### src/design/cps_pkg.sv
package cps_pkg;

	// Vertex store size and derived index widths
	localparam int MAX_SIDES = 8;
	localparam int IDX_W     = $clog2(MAX_SIDES);
	localparam int CNT_W     = $clog2(MAX_SIDES + 1);

	// Field widths
	localparam int CW      = 20;  // coordinate
	localparam int RAD_W   = 19;  // radius
	localparam int DEPTH_W = 20;  // depth output
	localparam int NW      = 16;  // Q1.14 normal
	localparam int NFRAC   = 14;  // normal fraction bits

	// Datapath widths
	localparam int AW     = CW + 1;        // axis component, coordinate difference
	localparam int PRW    = 2 * AW;        // one product
	localparam int PW     = PRW + 1;       // sum of two products
	localparam int TW     = PW + 3;        // interval ends and depths
	localparam int SQ_W   = 60;            // root radicand, even width
	localparam int ROOT_W = SQ_W / 2;
	localparam int DVD_W  = AW + 22;       // |axis| * 2^22 plus rounding term
	localparam int QUO_W  = 16;            // quotient bits, the result stays below 2^15

	localparam logic REQ_QUERY = 1'b1;

	typedef struct packed {
		logic              req_type;
		logic [2:0]        vertex_slot;
		logic signed [19:0] vertex_xpos;
		logic signed [19:0] vertex_ypos;
		logic [3:0]        side_count;
		logic signed [19:0] ball_x;
		logic signed [19:0] ball_y;
		logic [18:0]       radius;
		logic signed [19:0] center_x;
		logic signed [19:0] center_y;
	} in_item_t;

	typedef struct packed {
		logic              hit;
		logic [19:0]       depth;
		logic signed [15:0] normal_x;
		logic signed [15:0] normal_y;
	} out_item_t;

	typedef enum logic [2:0] {
		MUL_NONE,
		MUL_SQR,
		MUL_PROJ,
		MUL_CIRC,
		MUL_DIST,
		MUL_ORIENT
	} mul_op_t;

	typedef struct packed {
		logic             wr_vert;
		logic             ld_query;
		logic             ld_vi;
		logic             ld_edge;
		logic             ld_near;
		mul_op_t          mul_op;
		logic             first;
		logic [IDX_W-1:0] idx;
		logic             div_go;
		logic             div_y;
		logic             test1;
		logic             test2;
		logic             take;
		logic             take_first;
		logic             out_ld;
		logic             out_hit;
	} cps_cmd_t;

	typedef struct packed {
		logic root_done;
		logic root_zero;
		logic div_done;
		logic sep;
	} cps_stat_t;

endpackage

### src/design/cps_sqrt.sv
module cps_sqrt (
	input  logic                       clk,
	input  logic                       arst_n,
	input  logic                       start,
	input  logic [cps_pkg::SQ_W-1:0]   radicand,
	output logic                       done,
	output logic [cps_pkg::ROOT_W-1:0] root
);
	import cps_pkg::*;

	localparam int CNTW = $clog2(ROOT_W);

	logic            busy_q;
	logic            done_q;
	logic [CNTW-1:0] cnt_q;
	logic [SQ_W-1:0] v_q;
	logic [ROOT_W+1:0] rem_q;
	logic [ROOT_W-1:0] root_q;
	logic [ROOT_W+2:0] r4;
	logic [ROOT_W+2:0] trial;
	logic              ge;

	// One result bit per step: bring down two radicand bits, try root*4+1
	always_comb begin
		r4    = {rem_q[ROOT_W:0], v_q[SQ_W-1 -: 2]};
		trial = {1'b0, root_q, 2'b01};
		ge    = (r4 >= trial);
	end

	// Step count and done pulse
	always_ff @(posedge clk or negedge arst_n) begin
		if (!arst_n) begin
			busy_q <= 1'b0;
			done_q <= 1'b0;
			cnt_q  <= '0;
		end else begin
			done_q <= 1'b0;
			if (start) begin
				busy_q <= 1'b1;
				cnt_q  <= CNTW'(ROOT_W - 1);
			end else if (busy_q) begin
				if (cnt_q == '0) begin
					busy_q <= 1'b0;
					done_q <= 1'b1;
				end else begin
					cnt_q <= cnt_q - 1'b1;
				end
			end
		end
	end

	// Remainder and root
	always_ff @(posedge clk) begin
		if (start) begin
			v_q    <= radicand;
			rem_q  <= '0;
			root_q <= '0;
		end else if (busy_q) begin
			v_q <= v_q << 2;
			if (ge) begin
				rem_q  <= (ROOT_W+2)'(r4 - trial);
				root_q <= {root_q[ROOT_W-2:0], 1'b1};
			end else begin
				rem_q  <= r4[ROOT_W+1:0];
				root_q <= {root_q[ROOT_W-2:0], 1'b0};
			end
		end
	end

	assign done = done_q;
	assign root = root_q;

endmodule

### config.mk
export PLATFORM = sky130hd
export DESIGN_NAME = cps_sqrt
export DESIGN_NICKNAME = d
export VERILOG_FILES = /design/src/design/cps_pkg.sv /design/src/design/cps_sqrt.sv
export SDC_FILE = /design/constraint.sdc
export NUM_CORES = 1
export LEC_CHECK = 0
export ABC_AREA = 1
export BUFFER_PORTS_ARGS = -buffer_cell sky130_fd_sc_hd__clkbuf_2
export CAP_MARGIN = 5
export CORE_MARGIN = 4
export CORE_UTILIZATION = 58
export DETAILED_ROUTE_END_ITERATION = 8
export PLACE_DENSITY_LB_ADDON = 0.15
export SYNTH_ARGS = -nofsm -noshare
export SYNTH_HDL_FRONTEND = slang
export SYNTH_SLANG_ARGS = --single-unit
### constraint.sdc
create_clock -name clk -period 8.7 [get_ports clk]
set_input_delay 0.87 -clock clk [delete_from_list [all_inputs] [get_ports clk]]
set_output_delay 0.87 -clock clk [all_outputs]
set_load 0.05 [all_outputs]
==> results.cfg <==
[sta]
fin_crit_ns = 3.53
skew_ns = 0.0129
fin_crit_sh_pct = 40.5
tightest_slew_ns = 1.14
fin_ws_ns = 5.17
whs_ns = 0.267
slew_violations = 0
finalSetupTns_ns = 0
max_clock_freq_mhz = 284
rsz0062_at_grt = no
slew_headroom_pct = 24.2
finalHoldViolations = 0
setup_viol_count_final = 0

[worst_setup_path]
required_ns = 8.95
max_stage_delay_ns = 0.82
timing.critical_path.cells = clkbuf_2 -> buf_4 -> nor2_2 -> clkinv_2 -> buf_4 -> nand2_1 -> inv_2 -> nand2_1 -> or2_1 -> o21ai_0 -> nand3_1
slowest_stage = buf_4
endpoint_kind = flop
cp_data_arrival_time_ns = 3.78
crit_path_start_kind = input pin
cp_num_cells = 11
cp_max_fo = 97
rr_worst_depth = 14
path_class = input pin to flop
critPathTopFamily = buffers and inverters
path_buf_inv = 5

[die]
rows = 41
floorplan.io_pins = 94
dieArea_um2 = 14700
die_h_um = 121
fp.dieW_um = 121
initial_core_util_pct = 59.2
core_um2 = 12600

[detailed_routing]
drc = 0
vias = 6483
drt-vias-per-instance = 4.99
drt_iter0_drc = 329
drtPass1Iterations = 6
wl_per_cell_um = 13.4
drtAntennaViolNets = 0
routed_wl_um = 17500

[layout]
fin_cells = 1299
diodes = 0
final_cell_mix = nand2_1 (430), inv_1 (128), clkbuf_2 (93)
mostFrequentLayoutCell = nand2_1
fillers = 1098
fin_nets = 1211
area_growth_pct = 15.5
drive_above_1_share_pct = 14.2

[cts]
cts_setup_buffers = 0
cts.sinks = 128
holdBufCountCts = 0
ctsLongestPathBuffers = 2
clk_latency_ns = 0.43
numCtsBuffers = 17
cts_tree = done
cts_resized = 0
clock-root-buffer = clkbuf_16
path_clk_slew_ns = 0.06
h-tree-depth = 4

[power]
combPwrFrac_pct = 51.1
ir_drop_uv = 185
p_sw_mw = 1.36
pwr-share-seq_pct = 25.5
p_int_mw = 1.76
power_density_nw_per_um2 = 363
cellLeakagePower_nw = 4.45
p_clk_share_pct = 23.3
sw_frac_of_total_pct = 43.7
fin_total_pwr_mw = 3.12

[logic_synthesis]
synth_cell_types = 36
netlist_instances = 1030
synth_enable_flop_cells = 60
yosys_register_bits = 128
ys_seq_area_share_pct = 43.0
syn_avg_cell_area_um2 = 7.23
synth.cell_area_um2 = 7440
ys.flop_type = dfxtp_1
syn_nets = 1127
yosys_warnings = 0
async_flop_share_pct = 5.47

[global_routing]
grt_pass1_vias = 6396
antenna_found_initial = 0
grtUsageTotal_pct = 25.1
grt_overflow = 0
grt_max_degree = 98
grt_pass1_wl_um = 29400

[min_path]
hold_path.class = input pin to asynchronous set/reset pin

[placed_design]
dp_slack_ns = 4.73
io_buffer_count = 93
dp_cells = 1267
hpwl_um = 12700
routabilityCongestion = 0.940

[outcome]
status = finished, final reports clean

[run]
cap_violations = 0
worst paths after layout:
check	slack [ns]	startpoint	endpoint
worst max register to register	5.92	root[4]	rem_q[16]
min in group clk	0.47	rem_q[30]	rem_q[30]
worst max-delay path	5.17	start	cnt_q[4]
worst min register to register	0.47	rem_q[30]	rem_q[30]
max in group asynchronous	8.25	arst_n	cnt_q[0]
worst min-delay path	0.27	arst_n	cnt_q[1]
worst reg2reg max path, cell delays in order (launching register included):
cell and delay (ns):
dfxtp_1 0.34, inv_1 0.07, ha_1 0.37, nand2_1 0.10, nand2_1 0.10, a21oi_2 0.20
nand3_2 0.16, nand2_1 0.10, nand2_2 0.09, nand2_2 0.11, nand2_4 0.31, inv_2 0.38
nand2_1 0.09, nand3_1 0.09, o21ai_0 0.09
cells in the mapped netlist (all sizes together) (6+ instances only):
library cell / count / area [um2]
nor3: 6 / 40.0
nand3: 63 / 320
o21ai: 24 / 120
o22ai: 30 / 188
o21bai: 11 / 82.6
dfxtp: 61 / 1220
nand2: 438 / 1670
buf: 13 / 85.1
ha: 34 / 425
xnor2: 12 / 105
nand4: 12 / 75.1
dfrtp: 7 / 175
nor2: 57 / 236
clkbuf: 18 / 67.6
a21oi: 29 / 156
or2: 8 / 50.1
edfxtp: 60 / 1800
inv: 135 / 507
cell type report:
| type | count | area (um2) | area share, % |
|---|---|---|---|
| Clock buffer | 22 | 464 | 5.40 |
| Clock inverter | 10 | 135 | 1.57 |
| Tap cell | 172 | 215 | 2.50 |
| Multi-Input combinational cell | 736 | 3590 | 41.8 |
| Sequential cell | 128 | 3200 | 37.2 |
| Inverter | 135 | 508 | 5.91 |
| Timing Repair Buffer | 96 | 488 | 5.67 |
cell families (layout without fill, tap and decap cells):
logic type,count (synthesis),count (layout),synth area share [%]
flip-flops,128,128,43.0
AO/OA/AOI/OAI,99,99,8.19
AND/OR/NAND/NOR,587,587,32.4
adder cells (fa/ha/maj),34,34,5.72
buffers and inverters,166,263,8.86
XOR/XNOR,16,16,1.88
stage by stage:
stage                     cell area, um2  util [%]
final                               8600      68.4
after global routing                8600      68.4
after CTS                           8600      68.4
after detailed placement            8000      63.7
after global placement              8000      63.7
after floorplan                     7440         -
state kept, by name (all words and copies together) (netlist names):
name,count
busy_q,1
cnt_q,5
done,1
rem_q,31
root,30
v_q,60
power groups by stage:
stage                     clock (mW)  combinational (mW)  sequential (mW)
after CTS                      0.737                1.59            0.795
final                          0.728                1.60            0.797
after detailed placement           0                1.58            0.805
after floorplan                    0                1.27            0.805
after global placement             0                1.56            0.803
after global routing           0.763                1.83            0.807
layer usage:
layer / GRT usage [%] / share of wire [%]
met1: 31.2 / 45
met2: 42.4 / 49
met3: 6.62 / 4.6
met4: 8.40 / 2.2
met5: 0 / 0
Note: power is estimated with default switching activity, not from simulation.
