==> src/design/cps_pkg.sv <==
package cps_pkg;

	// Vertex store size and derived index widths
	localparam int MAX_SIDES = 8;
	localparam int IDX_W     = $clog2(MAX_SIDES);
	localparam int CNT_W     = $clog2(MAX_SIDES + 1);

	// Field widths
	localparam int CW      = 20;  // coordinate
	localparam int RAD_W   = 19;  // radius
	localparam int DEPTH_W = 20;  // depth output
	localparam int NW      = 16;  // Q1.14 normal
	localparam int NFRAC   = 14;  // normal fraction bits

	// Datapath widths
	localparam int AW     = CW + 1;        // axis component, coordinate difference
	localparam int PRW    = 2 * AW;        // one product
	localparam int PW     = PRW + 1;       // sum of two products
	localparam int TW     = PW + 3;        // interval ends and depths
	localparam int SQ_W   = 60;            // root radicand, even width
	localparam int ROOT_W = SQ_W / 2;
	localparam int DVD_W  = AW + 22;       // |axis| * 2^22 plus rounding term
	localparam int QUO_W  = 16;            // quotient bits, the result stays below 2^15

	localparam logic REQ_QUERY = 1'b1;

	typedef struct packed {
		logic              req_type;
		logic [2:0]        vertex_slot;
		logic signed [19:0] vertex_xpos;
		logic signed [19:0] vertex_ypos;
		logic [3:0]        side_count;
		logic signed [19:0] ball_x;
		logic signed [19:0] ball_y;
		logic [18:0]       radius;
		logic signed [19:0] center_x;
		logic signed [19:0] center_y;
	} in_item_t;

	typedef struct packed {
		logic              hit;
		logic [19:0]       depth;
		logic signed [15:0] normal_x;
		logic signed [15:0] normal_y;
	} out_item_t;

	typedef enum logic [2:0] {
		MUL_NONE,
		MUL_SQR,
		MUL_PROJ,
		MUL_CIRC,
		MUL_DIST,
		MUL_ORIENT
	} mul_op_t;

	typedef struct packed {
		logic             wr_vert;
		logic             ld_query;
		logic             ld_vi;
		logic             ld_edge;
		logic             ld_near;
		mul_op_t          mul_op;
		logic             first;
		logic [IDX_W-1:0] idx;
		logic             div_go;
		logic             div_y;
		logic             test1;
		logic             test2;
		logic             take;
		logic             take_first;
		logic             out_ld;
		logic             out_hit;
	} cps_cmd_t;

	typedef struct packed {
		logic root_done;
		logic root_zero;
		logic div_done;
		logic sep;
	} cps_stat_t;

endpackage

==> src/design/cps_div.sv <==
module cps_div (
	input  logic                       clk,
	input  logic                       arst_n,
	input  logic                       start,
	input  logic [cps_pkg::DVD_W-1:0]  dividend,
	input  logic [cps_pkg::ROOT_W-1:0] divisor,
	output logic                       done,
	output logic [cps_pkg::QUO_W-1:0]  quo
);
	import cps_pkg::*;

	localparam int CNTW = $clog2(QUO_W);

	logic              busy_q;
	logic              done_q;
	logic [CNTW-1:0]   cnt_q;
	logic [ROOT_W-1:0] rem_q;
	logic [ROOT_W-1:0] dvs_q;
	logic [QUO_W-1:0]  q_q;
	logic [ROOT_W:0]   t;
	logic              ge;

	// Restoring division, one quotient bit per step
	always_comb begin
		t  = {rem_q, q_q[QUO_W-1]};
		ge = (t >= {1'b0, dvs_q});
	end

	// Step count and done pulse
	always_ff @(posedge clk or negedge arst_n) begin
		if (!arst_n) begin
			busy_q <= 1'b0;
			done_q <= 1'b0;
			cnt_q  <= '0;
		end else begin
			done_q <= 1'b0;
			if (start) begin
				busy_q <= 1'b1;
				cnt_q  <= CNTW'(QUO_W - 1);
			end else if (busy_q) begin
				if (cnt_q == '0) begin
					busy_q <= 1'b0;
					done_q <= 1'b1;
				end else begin
					cnt_q <= cnt_q - 1'b1;
				end
			end
		end
	end

	// High dividend bits start below the divisor, low bits shift in
	always_ff @(posedge clk) begin
		if (start) begin
			rem_q <= ROOT_W'(dividend[DVD_W-1:QUO_W]);
			q_q   <= dividend[QUO_W-1:0];
			dvs_q <= divisor;
		end else if (busy_q) begin
			rem_q <= ge ? ROOT_W'(t - {1'b0, dvs_q}) : t[ROOT_W-1:0];
			q_q   <= {q_q[QUO_W-2:0], ge};
		end
	end

	assign done = done_q;
	assign quo  = q_q;

endmodule

==> config.mk <==
export PLATFORM = sky130hd
export DESIGN_NAME = cps_div
export DESIGN_NICKNAME = d
export VERILOG_FILES = /design/src/design/cps_pkg.sv /design/src/design/cps_div.sv
export SDC_FILE = /design/constraint.sdc
export NUM_CORES = 1
export LEC_CHECK = 0
export ABC_AREA = 1
export ABC_CLOCK_PERIOD_IN_PS = 2750
export BUFFER_PORTS_ARGS = -buffer_cell sky130_fd_sc_hd__clkbuf_2
export CORE_ASPECT_RATIO = 0.8
export CORE_MARGIN = 2
export CORE_UTILIZATION = 59
export CTS_BUF_LIST = sky130_fd_sc_hd__clkbuf_8
export CTS_CLUSTER_DIAMETER = 150
export DETAILED_ROUTE_END_ITERATION = 10
export PLACE_DENSITY = 0.84
export SETUP_SLACK_MARGIN = 0.1
export SLEW_MARGIN = 30
export SYNTH_ARGS = -nofsm -noshare
export SYNTH_HDL_FRONTEND = slang
export SYNTH_SLANG_ARGS = --single-unit
export TNS_END_PERCENT = 100
==> constraint.sdc <==
create_clock -name clk -period 2.75 [get_ports clk]
set_input_delay 0.55 -clock clk [delete_from_list [all_inputs] [get_ports clk]]
set_output_delay 0.55 -clock clk [all_outputs]
set_load 0.01 [all_outputs]
==> run_results.csv <==
group,metric,value,unit
detailed_routing,firstDrtPassIters,5,
synthesis,synth_area,5840,sq um
synthesis,ys_top_cells_by_count,"329 x nand2_1, 122 x inv_1, 76 x nor2_1",
worst_setup_path,crit_path_cell_trace,"ha_1 -> nand2_2 -> inv_2 -> a21oi_1 -> nand2_1 -> a21oi_2 -> nand3_4 -> buf_12 -> nand2_1 -> nand2_1 -> nand2_1 -> nand2_1",
worst_setup_path,crit_buf_inv,2,
detailed_routing,vias_per_cell,5.17,
power,netSwitchingFraction,0.466,
synthesis,syn_nets,928,
layout,final_nets,1026,
synthesis,ys_warn_count,0,
global_routing,grt-ovfl-total,0,
synthesis,avgSynthCellArea,7.12,sq um
power,p_leak,3.54,nW
global_routing,antenna_found_initial,0,
worst_setup_path,cp_slowest_cell,"edfxtp_1",
worst_setup_path,crit_type,"reg -> reg",
clock_tree,cts_sinks,82,
placed_design,postPlaceCellArea,6470,sq um
timing,period_minus_slack,2.45,ns
placed_design,place.gp.congestion,1.05,
worst_setup_path,worst_path_most_repeated_cell,"nand2_1",
floorplan,core-area,9650,sq um
timing,skew,0.00979,ns
power,seqPwrFrac,0.296,
clock_tree,clock_latency,0.37,ns
floorplan,pin_count,93,
clock_tree,cts_buffer_depth,2,
worst_setup_path,cp_slowest_stage_delay,0.43,ns
timing,rsz0062_at_grt,"false",
power,total_power,6.29,mW
clock_tree,post_cts_buffers,0,
synthesis,ys_ff_latch,82,
clock_tree,clk_pin_slew_worst_paths,0.09,ns
timing,fin_ws,0.295,ns
placed_design,placed_cells,1042,
worst_setup_path,crit_family,"simple AND/OR/NAND/NOR gates",
power,powerDensity,943,nW/um^2
detailed_routing,drt_iter0_drc,399,
status,status,"completed",
power,power_frac_clock,0.130,
clock_tree,cts_root_buf,"clkbuf_8",
timing,slew_violations,0,
synthesis,ys_seq_area_frac,0.412,
timing,finalCritPeriodShare,0.893,
layout,finalInstanceArea,6670,sq um
global_routing,grt_pass1_vias,5076,
layout,fin_cells,1059,
timing,tightestPinTransition,0.426,ns
floorplan,rows,32,
detailed_routing,ant_nets,0,
layout,area_growth,14.3,%
floorplan,start_util,0.605,
synthesis,synthArstFlopShare,0.0732,
timing,slew_headroom,0.714,
power,p_switching,2.93,mW
worst_setup_path,cp-end-kind,"flop",
synthesis,synth_top_flop_cell,"edfxtp_1",
power,internal_power,3.36,mW
placed_design,place_ws,0.289,ns
worst_hold_path,min_path_type,"in -> reg",
clock_tree,cts_tree,"yes",
detailed_routing,wirelength,14000,microns
global_routing,grt_pass1_wl,23500,microns
global_routing,grt_max_degree,88,
floorplan,dieHeight,93.0,microns
power,ir_worst_vdd,451,uV
worst_setup_path,startpoint_type,"flop",
synthesis,synth_top_area_cell,"edfxtp_1",
floorplan,die_w,115,microns
worst_setup_path,required,2.89,ns
run,cap_violations,0,
timing,clock.fmax,407,MHz
detailed_routing,route.vias.total,5472,
clock_tree,htree_levels,3,
placed_design,dp_hpwl,10800,microns
worst_setup_path,worst-path-max-fanout,30,
global_routing,grt_util_all_layers,0.279,
synthesis,ys_top_cells_by_area,"edfxtp_1 38%, nand2_1 21%, inv_1 7.8%",
detailed_routing,drcViolationCount,0,
synthesis,synth_top_area_frac,0.376,
synthesis,synthCells,820,
synthesis,synth-edff-count,73,
floorplan,dieArea,10700,sq um
timing,hold_viol,0,
detailed_routing,wl_per_cell,13.2,microns
placed_design,numPortBuffers,92,
synthesis,synthDistinctLibCells,34,
power,comb_power_share,0.575,
synthesis,synth_most_common_cell,"nand2_1",
timing,fin_setup_tns,0,ns
layout,antenna_cells,0,
worst_setup_path,worstPathArrival,2.59,ns
clock_tree,cts_buffers,9,
layout,drive_gt1_frac,0.148,
timing,setup_viol,0,
==> per-layer routing <==
metal	GRT usage	up-vias	share of wire
met5	0	-	0
met4	0.0934	0	0.022
met3	0.0550	30	0.073
met2	0.427	218	0.44
met1	0.398	2449	0.47
li1	-	2775	-
==> state kept, by name, summed over array words and instances, names as in the netlist <==
signal / flops
quo: 16
done: 1
busy_q: 1
dvs_q: 30
cnt_q: 4
rem_q: 30
==> per-stage QoR <==
stage,hold slack (ns),util
2_1_floorplan,0.254,-
3_3_place_gp,0.382,0.671
3_5_place_dp,0.383,0.671
4_1_cts,0.333,0.690
5_1_grt,0.330,0.691
6_report,0.346,0.691
==> worst register-to-register path: cells and delay by family (launching register included) <==
family,cells,cell delay [ns]
adders and majority gates,1,0.40
buffers and inverters,2,0.24
DFF,1,0.43
and+or+nand+nor,7,0.74
AOI/OAI and AO/OA,2,0.41
==> timing repair <==
item / CTS / global route
setup endpoints to repair: 0 / 11
hold endpoints to repair: 6 / 0
hold buffers: 1 / 0
gates resized for setup: 0 / 4
==> logic make-up (layout without fill, tap and decap cells) <==
kind of cell             count (synthesis)  in the layout  synth area share
AND/OR/NAND/NOR                        501            501             0.355
AO/OA/AOI/OAI                           46             46            0.0433
XOR/XNOR                                15             15            0.0225
flip-flops                              82             82             0.412
buffers and inverters                  144            247            0.0971
adder cells (fa/ha/maj)                 32             32            0.0699
==> worst paths after layout <==
kind,slack [ns],endpoint,start,depth (start not counted)
worst max-delay path,0.30,rem_q[26],rem_q[20],12
worst min-delay path,0.35,dvs_q[19],divisor[19],1
worst max register to register,0.30,rem_q[26],rem_q[20],12
worst min register to register,0.48,rem_q[28],rem_q[28],2
max in group asynchronous,2.08,cnt_q[1],arst_n,2
min in group asynchronous,0.53,cnt_q[3],arst_n,2
==> power by group through the flow <==
| stage | Combinational [mW] | Sequential [mW] | Clock, mW |
|---|---|---|---|
| 4_1_cts | 3.55 | 1.86 | 0.829 |
| 5_1_grt | 4.09 | 1.89 | 0.871 |
| 3_3_place_gp | 3.46 | 1.87 | 0 |
| 3_5_place_dp | 3.52 | 1.88 | 0 |
| 6_report | 3.62 | 1.86 | 0.815 |
| 2_1_floorplan | 2.72 | 1.85 | 0 |
==> cells in the final DEF (no fill, tap or decap), types with 2 or more instances in the layout <==
| cell | synthesis | final |
|---|---|---|
| o21ai_0 | 9 | 9 |
| nand3b_1 | 8 | 8 |
| nor2_2 | 1 | 3 |
| clkbuf_2 | 0 | 91 |
| edfxtp_1 | 73 | 73 |
| a21oi_2 | 2 | 3 |
| dfrtp_1 | 6 | 6 |
| clkinv_1 | 2 | 4 |
| clkinv_4 | 0 | 3 |
| nand2_1 | 329 | 329 |
| and2_1 | 4 | 4 |
| nand3_1 | 55 | 55 |
| nor3_1 | 5 | 5 |
| xnor2_1 | 13 | 13 |
| o21ai_1 | 8 | 8 |
| nand2_2 | 5 | 5 |
| xor2_1 | 2 | 2 |
| dfxtp_1 | 3 | 3 |
| nor3_2 | 2 | 2 |
| inv_6 | 0 | 2 |
| nand4_1 | 11 | 11 |
| o21bai_1 | 6 | 6 |
| clkbuf_8 | 0 | 9 |
| inv_2 | 6 | 6 |
| nor2_1 | 76 | 74 |
| a21oi_1 | 21 | 20 |
| buf_4 | 3 | 6 |
| ha_1 | 31 | 30 |
| buf_12 | 0 | 2 |
| inv_1 | 122 | 121 |
==> layout make-up <==
class	count	area (sq um)
timing repair buffer	101	556
sequential	82	2400
multi-input combinational	594	2880
clock inverter	7	52.6
fill	851	2980
inverter	130	488
clock buffer	9	124
tap	136	170
Note: power is estimated with default switching activity, not from simulation.
